===== config.mk =====
export PLATFORM = sky130hd
export DESIGN_NAME = dual_mode_down_counter_timer_top
export DESIGN_NICKNAME = d
export VERILOG_FILES = /design/src/dmdt_pkg.sv /design/src/dmdt_core.sv /design/src/dmdt_obuf.sv /design/src/dual_mode_down_counter_timer_top.sv
export SDC_FILE = /design/constraint.sdc
export NUM_CORES = 1
export LEC_CHECK = 0
export ABC_AREA = 1
export BUFFER_PORTS_ARGS = -buffer_cell sky130_fd_sc_hd__buf_2
export CAP_MARGIN = 15
export CORE_ASPECT_RATIO = 1.75
export CORE_MARGIN = 2
export CORE_UTILIZATION = 40
export CTS_CLUSTER_SIZE = 8
export DETAILED_ROUTE_END_ITERATION = 10
export PLACE_DENSITY = 0.56
export SETUP_SLACK_MARGIN = 0.3
export SYNTH_ARGS = -nofsm -noshare
export SYNTH_HDL_FRONTEND = slang
export SYNTH_HIERARCHICAL = 1
export SYNTH_SLANG_ARGS = --single-unit
export TNS_END_PERCENT = 1

===== constraint.sdc =====
create_clock -name clk -period 4 [get_ports clk]
set_input_delay 0 -clock clk [delete_from_list [all_inputs] [get_ports clk]]
set_output_delay 0 -clock clk [all_outputs]
set_load 0.02 [all_outputs]

===== src/dmdt_pkg.sv =====
package dmdt_pkg;

	// counter width in 32-bit size mode (16 to 32)
	localparam int COUNTER_WIDTH = 32;

	// command codes
	localparam logic [1:0] CMD_TICK  = 2'd0;
	localparam logic [1:0] CMD_WRITE = 2'd1;
	localparam logic [1:0] CMD_READ  = 2'd2;
	localparam logic [1:0] CMD_NOP   = 2'd3;

	// register selects
	localparam logic [2:0] REG_LOAD   = 3'd0;
	localparam logic [2:0] REG_VALUE  = 3'd1;
	localparam logic [2:0] REG_CTRL   = 3'd2;
	localparam logic [2:0] REG_INTCLR = 3'd3;
	localparam logic [2:0] REG_RIS    = 3'd4;
	localparam logic [2:0] REG_MIS    = 3'd5;
	localparam logic [2:0] REG_BGLOAD = 3'd6;

	// control word bits
	localparam int CTL_ONESHOT  = 0;
	localparam int CTL_SIZE     = 1;
	localparam int CTL_PRE_LO   = 2;
	localparam int CTL_PRE_HI   = 3;
	localparam int CTL_IE       = 5;
	localparam int CTL_PERIODIC = 6;
	localparam int CTL_ENABLE   = 7;
	localparam logic [7:0] CTL_WRITABLE = 8'hEF;
	localparam logic [7:0] CTL_RESET    = 8'h20;

	// prescale codes
	localparam logic [1:0] PRE_DIV1  = 2'd0;
	localparam logic [1:0] PRE_DIV16 = 2'd1;

	localparam logic [COUNTER_WIDTH-1:0] WIDE_MASK = '1;
	localparam logic [COUNTER_WIDTH-1:0] HALF_MASK = COUNTER_WIDTH'(32'h0000FFFF);

	typedef struct packed {
		logic [1:0]  cmd;
		logic [2:0]  reg_sel;
		logic [31:0] write_data;
	} in_t;

	typedef struct packed {
		logic [31:0] read_data;
		logic        irq;
		logic        zero_event;
	} out_t;

endpackage


===== src/dmdt_core.sv =====
module dmdt_core (
	input  logic          clk,
	input  logic          arst_n,
	input  logic          step,
	input  dmdt_pkg::in_t item,
	output dmdt_pkg::out_t result
);

	localparam int CW = dmdt_pkg::COUNTER_WIDTH;

	logic [CW-1:0] count_q;
	logic [CW-1:0] reload_q;
	logic [7:0]    ctrl_q;
	logic [7:0]    pre_q;
	logic          flag_q;

	logic [CW-1:0] count_d;
	logic [CW-1:0] reload_d;
	logic [7:0]    ctrl_d;
	logic [7:0]    pre_d;
	logic          flag_d;

	logic [CW-1:0] mask;
	logic [CW-1:0] cur;
	logic [CW-1:0] dec;
	logic [7:0]    div_m1;
	logic [CW-1:0] wr_val;
	logic          event_tick;
	logic [CW-1:0] count_tick;
	logic [31:0]   rd;
	logic          ev;

	// active width and prescale divisor from the control word
	always_comb begin
		mask = ctrl_q[dmdt_pkg::CTL_SIZE] ? dmdt_pkg::WIDE_MASK : dmdt_pkg::HALF_MASK;
		cur  = count_q & mask;
		dec  = (cur - CW'(1)) & mask;
		case (ctrl_q[dmdt_pkg::CTL_PRE_HI:dmdt_pkg::CTL_PRE_LO])
			dmdt_pkg::PRE_DIV1:  div_m1 = 8'd0;
			dmdt_pkg::PRE_DIV16: div_m1 = 8'd15;
			default:             div_m1 = 8'd255;
		endcase
		wr_val = item.write_data[CW-1:0];
	end

	// one prescaled count step: decrement, reload, wrap or halt
	always_comb begin
		count_tick = count_q;
		event_tick = 1'b0;
		if (cur == '0) begin
			if (ctrl_q[dmdt_pkg::CTL_ONESHOT]) begin
				count_tick = count_q;
			end else if (ctrl_q[dmdt_pkg::CTL_PERIODIC]) begin
				count_tick = reload_q;
				event_tick = (reload_q & mask) == '0;
			end else begin
				count_tick = mask;
			end
		end else begin
			count_tick = dec;
			event_tick = dec == '0;
		end
	end

	// next state and read data for the current transaction
	always_comb begin
		count_d  = count_q;
		reload_d = reload_q;
		ctrl_d   = ctrl_q;
		pre_d    = pre_q;
		flag_d   = flag_q;
		rd       = '0;
		ev       = 1'b0;
		case (item.cmd)
			dmdt_pkg::CMD_TICK: begin
				if (ctrl_q[dmdt_pkg::CTL_ENABLE]) begin
					if (pre_q >= div_m1) begin
						pre_d   = '0;
						count_d = count_tick;
						ev      = event_tick;
						if (event_tick) begin
							flag_d = 1'b1;
						end
					end else begin
						pre_d = pre_q + 8'd1;
					end
				end
			end
			dmdt_pkg::CMD_WRITE: begin
				case (item.reg_sel)
					dmdt_pkg::REG_LOAD: begin
						reload_d = wr_val;
						count_d  = wr_val;
					end
					dmdt_pkg::REG_CTRL: begin
						ctrl_d = item.write_data[7:0] & dmdt_pkg::CTL_WRITABLE;
					end
					dmdt_pkg::REG_INTCLR: begin
						flag_d = 1'b0;
					end
					dmdt_pkg::REG_BGLOAD: begin
						reload_d = wr_val;
					end
					default: begin
					end
				endcase
			end
			dmdt_pkg::CMD_READ: begin
				case (item.reg_sel)
					dmdt_pkg::REG_LOAD:   rd = 32'(reload_q);
					dmdt_pkg::REG_VALUE:  rd = 32'(count_q);
					dmdt_pkg::REG_CTRL:   rd = 32'(ctrl_q);
					dmdt_pkg::REG_RIS:    rd = 32'(flag_q);
					dmdt_pkg::REG_MIS:    rd = 32'(flag_q & ctrl_q[dmdt_pkg::CTL_IE]);
					dmdt_pkg::REG_BGLOAD: rd = 32'(reload_q);
					default:              rd = '0;
				endcase
			end
			default: begin
			end
		endcase
	end

	assign result.read_data  = rd;
	assign result.irq        = flag_d & ctrl_d[dmdt_pkg::CTL_IE];
	assign result.zero_event = ev;

	// timer state registers
	always_ff @(posedge clk or negedge arst_n) begin
		if (!arst_n) begin
			count_q  <= dmdt_pkg::WIDE_MASK;
			reload_q <= '0;
			ctrl_q   <= dmdt_pkg::CTL_RESET;
			pre_q    <= '0;
			flag_q   <= 1'b0;
		end else if (step) begin
			count_q  <= count_d;
			reload_q <= reload_d;
			ctrl_q   <= ctrl_d;
			pre_q    <= pre_d;
			flag_q   <= flag_d;
		end
	end

endmodule


===== src/dmdt_obuf.sv =====
module dmdt_obuf (
	input  logic           clk,
	input  logic           arst_n,
	input  logic           push,
	input  dmdt_pkg::out_t push_data,
	output logic           can_take,
	output logic           valid,
	input  logic           ready,
	output dmdt_pkg::out_t data
);

	logic           valid_q;
	dmdt_pkg::out_t data_q;

	// free when empty or when the held transaction leaves this cycle
	assign can_take = !valid_q || ready;
	assign valid    = valid_q;
	assign data     = data_q;

	// result valid flag
	always_ff @(posedge clk or negedge arst_n) begin
		if (!arst_n) begin
			valid_q <= 1'b0;
		end else if (can_take) begin
			valid_q <= push;
		end
	end

	// result payload
	always_ff @(posedge clk) begin
		if (push && can_take) begin
			data_q <= push_data;
		end
	end

endmodule


===== src/dual_mode_down_counter_timer_top.sv =====
// Down-counting timer, one channel. Each input transaction is a prescaler tick, a register
// write or a register read, and each gives exactly one result transaction carrying read data,
// the masked interrupt line and a zero event. An accepted transaction is held in an input
// register and resolved against the timer state when it moves on to the result register, where
// it is held until the output side is ready; one transaction is taken every cycle while the
// output is not stalled. The timer registers are updated as each transaction moves on; a
// stalled output holds the input side once both registers are full.
module dual_mode_down_counter_timer_top (
	input  logic           clk,
	input  logic           arst_n,
	input  logic           in_valid,
	output logic           in_ready,
	input  dmdt_pkg::in_t  in_data,
	output logic           out_valid,
	input  logic           out_ready,
	output dmdt_pkg::out_t out_data
);

	logic           valid_s1;
	dmdt_pkg::in_t  item_s1;
	logic           advance;
	logic           can_take;
	dmdt_pkg::out_t core_res;

	// stage one moves on when the result register can take it
	assign advance  = valid_s1 && can_take;
	assign in_ready = !valid_s1 || advance;

	// input register
	always_ff @(posedge clk or negedge arst_n) begin
		if (!arst_n) begin
			valid_s1 <= 1'b0;
		end else if (in_ready) begin
			valid_s1 <= in_valid;
		end
	end

	always_ff @(posedge clk) begin
		if (in_valid && in_ready) begin
			item_s1 <= in_data;
		end
	end

	// timer state and per-transaction logic
	dmdt_core u_core (
		.clk    (clk),
		.arst_n (arst_n),
		.step   (advance),
		.item   (item_s1),
		.result (core_res)
	);

	// result register
	dmdt_obuf u_obuf (
		.clk       (clk),
		.arst_n    (arst_n),
		.push      (advance),
		.push_data (core_res),
		.can_take  (can_take),
		.valid     (out_valid),
		.ready     (out_ready),
		.data      (out_data)
	);

`ifndef SYNTHESIS
	// only a tick can raise the zero event
	a_event_on_tick: assert property (@(posedge clk) disable iff (!arst_n)
		(advance && item_s1.cmd != dmdt_pkg::CMD_TICK) |-> !core_res.zero_event)
		else $error("zero event on a non-tick transaction");

	// read data is zero for anything but a read
	a_rd_zero: assert property (@(posedge clk) disable iff (!arst_n)
		(advance && item_s1.cmd != dmdt_pkg::CMD_READ) |-> core_res.read_data == 32'd0)
		else $error("read data on a non-read transaction");

	// a transaction leaving stage one shows up as a result
	a_result_follows: assert property (@(posedge clk) disable iff (!arst_n)
		advance |=> out_valid)
		else $error("result lost after stage one");

	// stage one never takes a transaction while full and blocked
	a_no_overrun: assert property (@(posedge clk) disable iff (!arst_n)
		(valid_s1 && !can_take) |-> !in_ready)
		else $error("input register overrun");
`endif

endmodule

## Yosys cells after proc, flatten, opt, wreduce, memory -nomap -nowiden

Cells that the tools add are included.

- Output and inout port bits: 36
- Input bits: 41
- Register bits after elaboration: 153
- Word-level logic and storage cells: 76

- Bitwise logic cells: 5
- Add/subtract/negate cells: 2
- Equality and inequality tests: 13
- Order comparisons: 1
- Multiplexer cells: 21
- Reduce and logical (&&, ||, !) cells: 20

Operators with widths:

| cell | count |
|---|---|
| $mux 32 | 7 |
| $pmux 32 s5 | 1 |
| $and 32x32->32 | 3 |
| $logic_not 32->1 | 3 |
| $pmux 32 s2 | 1 |
| $sub 32x1->32 const B | 1 |
| $pmux 8 s2 | 1 |
| $mux 6 | 2 |
| $reduce_and 3->1 | 4 |
| $eq 3x3->1 const B | 3 |
| $add 8x1->8 const B | 1 |
| $ge 8x8->1 | 1 |
| $mux 8 | 1 |
| $mux 1 | 7 |
| $eq 3x2->1 const B | 2 |
| $ne 2x1->1 const B | 3 |
| $reduce_and 6->1 | 1 |
| $eq 2x1->1 const B | 2 |
| $logic_not 2->1 | 2 |
| $eq 3x1->1 const B | 1 |
| $logic_and 1x1->1 | 3 |
| $logic_not 3->1 | 1 |
| $ne 3x3->1 const B | 1 |
| $and 1x1->1 | 2 |
| 6 further kinds | 8 |

## Longest topological paths before layout

Gate-level depths: netlist of the first run.

- Depth in word-level cells: 11
- Gate-level depth with buffers: 18
- Mapped depth without buffers: 18

## Modules after synthesis

The synthesis of the first run kept the hierarchy.

Modules (own cells, without submodules):

| module | instances | sequential area each (um^2) | cells an instance | area each (um^2) |
|---|---|---|---|---|
| dmdt_core | 1 | 2,043.2 | 884 | 6,035.8 |
| dual_mode_down_counter_timer_top | 1 | 1,136.1 | 45 | 1,163.6 |
| dmdt_obuf | 1 | 1,046.0 | 40 | 1,066.0 |

## Worst setup path after synthesis of the first run

No wires, ideal clock.

- Path kind: reg2reg
- From: register u_obuf.valid_q, in the netlist u_obuf/valid
- To: register u_obuf.data_q, in the netlist u_obuf/data[0] (enable)
- Buffers on the path: 0
- Setup time: 0.437 ns
- Period minus slack after synthesis: 2.955 ns
- Cell stages (with the launch flop): 6
- Arrival: 2.518 ns
- Setup slack: 1.045 ns
- Data required time: 3.563 ns
- Cells stage by stage: dfrtp_1 > nand2_1 > nand2_1 > inv_1 > inv_1 > a21oi_1

- Cells in the longest elaborated chain, start to end: 4

Ends and longest elaborated chain:

| element | RTL line | RTL |
|---|---|---|
| from (decl) | dmdt_obuf.sv:12 | `logic valid_q;` |
| from (signal assigned) | dmdt_obuf.sv:25 | `valid_q <= push;` |
| $logic_not 1->1 | dmdt_obuf.sv:16 | `assign can_take = !valid_q \|\| ready;` |
| $logic_or 1x1->1 | dmdt_obuf.sv:16 |  |
| named net can_take | dual_mode_down_counter_timer_top.sv:22 | `logic can_take;` |
| $logic_and 1x1->1 | dual_mode_down_counter_timer_top.sv:26 | `assign advance = valid_s1 && can_take;` |
| named net advance | dual_mode_down_counter_timer_top.sv:21 | `logic advance;` |
| $logic_and 1x1->1 | dmdt_obuf.sv:31 | `if (push && can_take) begin` |
| to (signal assigned) | dmdt_obuf.sv:32 | `data_q <= push_data;` |
| to (decl) | dmdt_obuf.sv:13 | `dmdt_pkg::out_t data_q;` |

The timed path passes the listed nets, and every way through them passes these cells.
A chain may end at the register's enable or synchronous reset.

## Worst setup path after layout of the first run

- From: register u_core.ctrl_q[1]
- To: register u_core.count_q[23]

- Cells in the longest elaborated chain, start to end: 8
- Elaborated cells on any way between the ends: 13
- Classes of those cells: 1 x add/sub; 1 x eq/ne; 7 x mux; 2 x bitwise; 2 x reduce/logical

Ends and longest elaborated chain:

| element | RTL line | RTL |
|---|---|---|
| from (decl) | dmdt_core.sv:13 | `logic [7:0] ctrl_q;` |
| from (signal assigned) | dmdt_core.sv:133 | `ctrl_q <= dmdt_pkg::CTL_RESET;` |
| from (signal assigned) | dmdt_core.sv:139 | `ctrl_q <= ctrl_d;` |
| $mux 32 (*) | dmdt_core.sv:35 | `mask = ctrl_q[dmdt_pkg::CTL_SIZE] ? dmdt_pkg::WIDE_MASK : dmdt_pkg::HALF_MASK;` |
| $and 32x32->32 | dmdt_core.sv:36 | `cur = count_q & mask;` |
| $sub 32x1->32 | dmdt_core.sv:37 | `dec = (cur - CW'(1)) & mask;` |
| $and 32x32->32 | dmdt_core.sv:37 |  |
| $mux 32 | dmdt_core.sv:50 | `if (cur == '0) begin` |
| $mux 32 | dmdt_core.sv:77 | `if (pre_q >= div_m1) begin` |
| $mux 32 | dmdt_core.sv:76 | `if (ctrl_q[dmdt_pkg::CTL_ENABLE]) begin` |
| $pmux 32 s2 | dmdt_core.sv:74 | `case (item.cmd)` |
| to (signal assigned) | dmdt_core.sv:131 | `count_q <= dmdt_pkg::WIDE_MASK;` |
| to (signal assigned) | dmdt_core.sv:137 | `count_q <= count_d;` |
| to (decl) | dmdt_core.sv:11 | `logic [CW-1:0] count_q;` |

Every way passes the cells marked *; elsewhere a longest branch is shown, timed or not. The select of a mux whose other input is x is not followed.

==> flow_summary.toml, run 1 <==
[clock_tree]
post_cts_resized = 0
cts_root_buffer = "clkbuf_16"
cts_made_buffers = 17
cts.sinks = 153
clkTransAtPathRegs_ns = 0.06
ctsHtreeMaxLevel = 4
cts_tree = "built"
cts_setup_buffers = 0
clk-insertion-delay-late_ns = 0.43
clockBufferDepth = 2

[pwr]
pwr-share-comb_pct = 29.0
p_sw_share_pct = 38.3
p_leak_nw = 4.24
p_per_area_nw_per_um2 = 602
intPower_w = 0.00365
p_clk_share_pct = 26.4
seqPwrFrac_pct = 44.7
ir_worst_vdd_uv = 249
switchingPower_w = 0.00226

[worst_setup_path]
start_kind = "register"
cp-end-kind = "register"
required_ns = 4.34
crit_type = "register to register"
r2r_end = "u_core/count_q[23]$_DFFE_PN1P_"
r2r_start = "u_core/ctrl_q[1]$_DFFE_PN0P_"
cp.arrival_ns = 3.66
crit_start = "u_core/ctrl_q[1]$_DFFE_PN0P_"
critPathCapture = "u_core/count_q[23]$_DFFE_PN1P_"
reg2regPathDepth = 11
crit_path_max_fanout = 64
regToRegSetupSlack_ns = 0.68

[flow_run]
cap_violations = 0

[synth]
synth_area_leaders = "edfxtp_1, dfrtp_1, nand2_1"
synth_compound_area_share_pct = 15.0
netlist_area_um2 = 8270
synth_top_area_share_pct = 25.8
ys_ff_latch = 153
synthSimpleGateAreaFrac_pct = 23.7
avgSynthCellArea_um2 = 8.53
syn_inst = 969
yosysSeqAreaShare_pct = 51.1
synthMostInstantiatedCell = "nand2_1"
synth_common_cells = "nand2_1, inv_1, nor2_1, o21ai_0, edfxtp_1"
syn-num-nets = 1022
synth_top_family_by_area = "simple AND/OR/NAND/NOR gates"
synthMuxAreaShare_pct = 0.409
yosysWarnings = 6
synth_ff_type = "edfxtp_1"
synth-edff-count = 71
ys_types = 47
yosysTopAreaCell = "edfxtp_1"
synthAdderAreaFrac_pct = 1.82
synth_xor_area_share_pct = 0.212
async_flop_share_pct = 53.6

[finish]
fillers = 2006
multi_input_area_um2 = 3430
diodes = 0
final-seq-area_um2 = 4230
layoutNonFillerInstCount = 1338
final_nets = 1130
syn2layout_area_growth_pct = 18.7
drive_gt1_share_pct = 18.0

[place]
place_inst = 1266
numPortBuffers = 76
gp_congestion = 0.930
hpwl_mm = 17.3

[grt]
grt_pass1_vias = 7207
grt_overflow = 0
grt_first_pass_wirelength_mm = 38.9
antenna_found_initial = 0
grt_max_degree = 65
track_usage_pct = 23.2

[sta]
fin_crit_sh_pct = 82.9
max_freq_ghz = 0.301
tns_ns = 0
fin_skew_ns = 0.0134
rsz0062_at_grt = "no"
drv_slew = 0
hold_viol_final = 0
slew_headroom_pct = 25.9
tightest_slew_ns = 1.11
setup_viol = 0
min_period_ns = 3.32

[floorplanning]
start_util_pct = 40.7
die_area_um2 = 21900
fp-row-count = 69
die_w_um = 113
die_h_um = 194
core_um2 = 20300
pin_count = 77

[outcome]
status = "finished clean"

[min_path]
holdCritPathClass = "input port to asynchronous set/reset pin"

[route]
totalWireLength_mm = 24.6
vias = 7090
wl_per_cell_um = 18.4
antenna_left = 0
drc_errors = 0
detail_route.vias_per_cell = 5.30
drt_iter0_drc = 425
dr.pass1.iters = 7
## cell families after synthesis
logic type / count (synthesis)
multiplexers: 3
buffers and inverters: 147
adder cells (fa/ha/maj): 12
flip-flops: 153
XOR/XNOR: 2
AND/OR/NAND/NOR: 445
AO/OA/AOI/OAI: 207
## power groups by stage
stage | combinational (W) | clock [W] | sequential [W]
2_1_floorplan | 0.00124 | 0 | 0.00251
3_3_place_gp | 0.00165 | 0 | 0.00266
3_5_place_dp | 0.00167 | 0 | 0.00265
5_1_grt | 0.00195 | 0.00166 | 0.00268
4_1_cts | 0.00171 | 0.00160 | 0.00263
6_report | 0.00171 | 0.00156 | 0.00264
## worst min-delay path by stage
| stage | cells after the start | startpoint | endpoint |
|---|---|---|---|
| 3_5_place_dp | 1 | arst_n | u_core/reload_q[10]$_DFFE_PN0P_ |
| 2_1_floorplan | 0 | arst_n | u_core/ctrl_q[0]$_DFFE_PN0P_ |
| 3_3_place_gp | 1 | arst_n | u_core/reload_q[10]$_DFFE_PN0P_ |
| 6_report | 2 | arst_n | u_core/reload_q[10]$_DFFE_PN0P_ |
| 5_1_grt | 2 | arst_n | u_core/reload_q[6]$_DFFE_PN0P_ |
| 4_1_cts | 2 | arst_n | u_core/reload_q[6]$_DFFE_PN0P_ |
## layout by cell type (no fill, tap or decap), types with 3 or more instances in the layout
master	n
o21ai_1	13
o211ai_1	12
buf_2	75
buf_4	15
inv_1	103
mux2_2	3
clkbuf_16	17
o22ai_1	11
a21oi_1	24
nor2_2	10
o31ai_1	3
nand2_1	234
nor3_1	13
a31oi_1	7
nand3_1	45
nor3b_1	3
nor4_1	9
nor2_4	8
nand2_2	7
edfxtp_1	71
a21oi_4	4
inv_6	4
nand2_4	3
ha_1	12
o21bai_1	3
clkinvlp_4	6
dlygate4sd3_1	40
nand4_1	4
o21ai_0	92
nor2_1	102
dfstp_2	33
dfrtp_1	49
a22oi_1	32
## worst max-delay path, cell delays in order, from the launching register on
cell	delay [ns]
dfrtp_1	1.08
nand2_1	0.30
nand2_4	0.17
nor2_4	0.04
nand2_1	0.06
nor2_1	0.05
nand2_2	0.45
o31ai_4	0.11
a21oi_4	0.12
buf_4	0.53
o211ai_1	0.19
o21ai_0	0.12
## what timing repair did
| action | CTS | global route |
|---|---|---|
| endpoints found under the setup margin | 0 | 0 |
| hold buffers | 40 | 0 |
| hold endpoints to repair | 71 | 0 |
## state kept, by name (all words and copies together) (netlist names)
| signal | cells |
|---|---|
| item_s1 | 37 |
| u_obuf/data | 34 |
| u_core/count_q | 32 |
| u_core/reload_q | 32 |
| u_core/pre_q | 8 |
| u_core/ctrl_q | 7 |
| u_core/flag_q | 1 |
| u_obuf/valid | 1 |
| valid_s1 | 1 |
## stage by stage
step	hold slack (ns)	total power [W]	worst slack (ns)	util [%]	cell area [um2]
global route	0.226	0.00629	0.406	48.4	9810
finish	0.177	0.00591	0.683	48.4	9810
detailed placement	0.109	0.00432	0.789	43.6	8850
CTS	0.188	0.00594	0.747	48.4	9810
global placement	0.115	0.00432	0.825	43.6	8850
floorplan	-0.296	0.00374	1.05	-	8270
## layout make-up
type,count,area share (%)
Timing Repair Buffer,130,9.05
Multi-Input combinational cell,669,34.9
Clock buffer,20,4.55
Sequential cell,153,43.1
Clock inverter,12,1.17
Tap cell,248,3.16
Inverter,106,4.06
## layer usage
metal | share of wire [%] | global-route usage, %
met1 | 38 | 25.8
met2 | 55 | 43.2
met3 | 2.9 | 2.56
met4 | 3.9 | 10.7
met5 | 0 | 0
No activity file was read; power rests on OpenSTA's default activity.
==> inputs of run 2 (changes only) <==
--- a/config.mk
+++ b/config.mk
@@ -13,7 +13,7 @@
 export CORE_UTILIZATION = 40
 export CTS_CLUSTER_SIZE = 8
 export DETAILED_ROUTE_END_ITERATION = 10
-export PLACE_DENSITY = 0.56
+export PLACE_DENSITY = 0.59
 export SETUP_SLACK_MARGIN = 0.3
 export SYNTH_ARGS = -nofsm -noshare
 export SYNTH_HDL_FRONTEND = slang
==> constraint.sdc (replaced) <==
create_clock -name clk -period 2.9 [get_ports clk]
set_input_delay 0 -clock clk [delete_from_list [all_inputs] [get_ports clk]]
set_output_delay 0 -clock clk [all_outputs]
set_load 0.02 [all_outputs]
==> run 2 against run 1 <==
Effect of this change:
- first-iteration DRC count is 8.2% lower
- non-clock buffer count is 19 higher
- combinational power rose by 44%
- maximum frequency rose by 35%
- clock power increased by 46%
- worst setup slack worse by 0.25 ns
- final area up 2.8%
- power grew 41%
- count of clock-buffer cells in the layout did not move
- register-to-register slack worse by 0.25 ns
- largest cell class unchanged
- highest routed layer unchanged
==> flow_summary.toml, run 2 (synthesis results as in run 1) <==
[route]
drc_errors = 0
totalWireLength_mm = 25.0
detail_route.vias_per_cell = 5.41
wl_per_cell_um = 18.4
drt_iter0_drc = 390
vias = 7347
dr.pass1.iters = 6
antenna_left = 0

[worst_setup_path]
required_ns = 3.18
crit_type = "register to register"
cp.arrival_ns = 2.75
max_stage_delay_ns = 0.39
critical-path-top-delay-family = "simple AND/OR/NAND/NOR gates"
cpMostUsedCell = "nand2_1"
cp.buffers_inverters = 1
cp-end-kind = "register"
start_kind = "register"
cp_cell_sequence = "inv_2 -> ha_2 -> nand2_2 -> nor2_4 -> nand2_2 -> nor2_4 -> nand2_1 -> nand3_1 -> nand2_1 -> nor2_1 -> nand3_1 -> o21bai_1 -> nand2_1 -> a21oi_1"
crit_path_max_fanout = 5
cp_slowest_cell = "dfstp_2"

[clock_tree]
cts.sinks = 153
clkTransAtPathRegs_ns = 0.06
ctsHtreeMaxLevel = 4
cts_made_buffers = 17
clk-insertion-delay-late_ns = 0.43
cts_root_buffer = "clkbuf_16"
clockBufferDepth = 2
cts_tree = "built"

[floorplanning]
fp-row-count = 69
core_um2 = 20300
die_area_um2 = 21900
pin_count = 77
die_w_um = 113
start_util_pct = 40.7
die_h_um = 194

[finish]
most-common-layout-cells = "nand2_1, inv_1, nor2_1"
final-seq-area_um2 = 4230
diodes = 0
fillers = 1950
final_nets = 1149
syn2layout_area_growth_pct = 22.0
drive_gt1_share_pct = 20.4
multi_input_area_um2 = 3450
regMostFlops = "item_s1"
largest_reg_flops = 37
final_common_cell = "nand2_1"
layoutNonFillerInstCount = 1357

[min_path]
holdCritPathClass = "input port to asynchronous set/reset pin"

[grt]
grt_first_pass_wirelength_mm = 38.5
grt_pass1_vias = 7382
antenna_found_initial = 0
grt_max_degree = 80
grt_overflow = 0
track_usage_pct = 22.8

[sta]
fin_skew_ns = 0.0116
setup_ws_ns = 0.436
min_period_ns = 2.46
slew_headroom_pct = 45.7
fin_crit_sh_pct = 84.9
drv_slew = 0
rsz0062_at_grt = "yes"
tightest_slew_ns = 0.812
max_freq_ghz = 0.406
whs_ns = 0.154
tns_ns = 0
setup_viol = 0
hold_viol_final = 0

[outcome]
status = "finished clean"

[pwr]
ir_worst_vdd_uv = 370
p_leak_nw = 4.37
p_per_area_nw_per_um2 = 827

[place]
pre_cts_slack_ns = 0.235
place_inst = 1279
hpwl_mm = 17.3
numPortBuffers = 76
gp_congestion = 0.929

[flow_run]
cap_violations = 0
==> run 2: cell count changes in the layout (fill, tap and decap cells not counted), sizes merged <==
cell         previous run  this run
buf                    90       107
bufinv                  1         2
clkbuf                 20        21
dlygate4sd3            40        41
inv                   108       107
==> run 2: path summary, 6_finish.rpt <==
path                                                    start                         endpoint  slack (ns)  cells past startpoint
worst max-delay path            u_core/count_q[0]$_DFFE_PN1P_         u_obuf/data[1]$_DFFE_PP_        0.44                     14
max in group asynchronous                              arst_n   u_core/reload_q[8]$_DFFE_PN0P_        2.24                      3
worst max register to register  u_core/count_q[0]$_DFFE_PN1P_         u_obuf/data[1]$_DFFE_PP_        0.44                     14
worst min register to register   u_core/ctrl_q[7]$_DFFE_PN0P_     u_core/ctrl_q[7]$_DFFE_PN0P_        0.49                      2
min in group clk                                   in_data[7]             item_s1[7]$_DFFE_PP_        0.27                      2
worst min-delay path                                   arst_n  u_core/reload_q[10]$_DFFE_PN0P_        0.15                      3
==> run 2: layout make-up <==
type	instances	share of cell area [%]
clock buffer	20	4.53
multi-input combinational	669	34.2
inverter	106	3.95
sequential	153	41.9
tap	248	3.08
timing repair buffer	149	10.9
clock inverter	12	1.39
==> run 2: what timing repair did <==
| action | in CTS | in global routing |
|---|---|---|
| pin swaps | 1 | 3 |
| endpoints found under the hold margin | 93 | 0 |
| endpoints found under the setup margin | 3 | 35 |
| resized for setup | 3 | 9 |
| gates cloned | 0 | 1 |
| hold buffers | 41 | 0 |
| setup buffers | 0 | 4 |
==> run 2: through the flow <==
stage | area [um2] | utilization, % | power, W
3_5_place_dp | 8980 | 44.3 | 0.00597
2_1_floorplan | 8270 | - | 0.00516
3_3_place_gp | 8980 | 44.3 | 0.00595
4_1_cts | 10000 | 49.3 | 0.00830
6_report | 10100 | 49.7 | 0.00834
5_1_grt | 10100 | 49.7 | 0.00883
==> run 2: power breakdown <==
| group | leakage (nW) | internal (W) | switching (W) | total (W) |
|---|---|---|---|---|
| logic | 2.44 | 0.000898 | 0.00156 | 0.00246 |
| registers | 1.66 | 0.00298 | 0.000627 | 0.00361 |
| clock network | 0.272 | 0.00132 | 0.000953 | 0.00227 |
| total | 4.37 | 0.00520 | 0.00314 | 0.00834 |
==> run 2: worst register-to-register path, delay by kind of cell, from the launching register on <==
family	cells	cell delay, ns
AOI/OAI and AO/OA	2	0.33
adders and majority gates	1	0.21
buffers and inverters	1	0.11
DFF	1	0.39
and+or+nand+nor	10	1.29
==> run 2: routing by layer <==
metal	vias to the layer above	part of all wire, %	global-route usage (%)
li1	3522	-	-
met1	3556	38	25.0
met2	212	54	42.2
met3	57	3.6	3.50
met4	0	4.4	11.0
met5	-	0	0
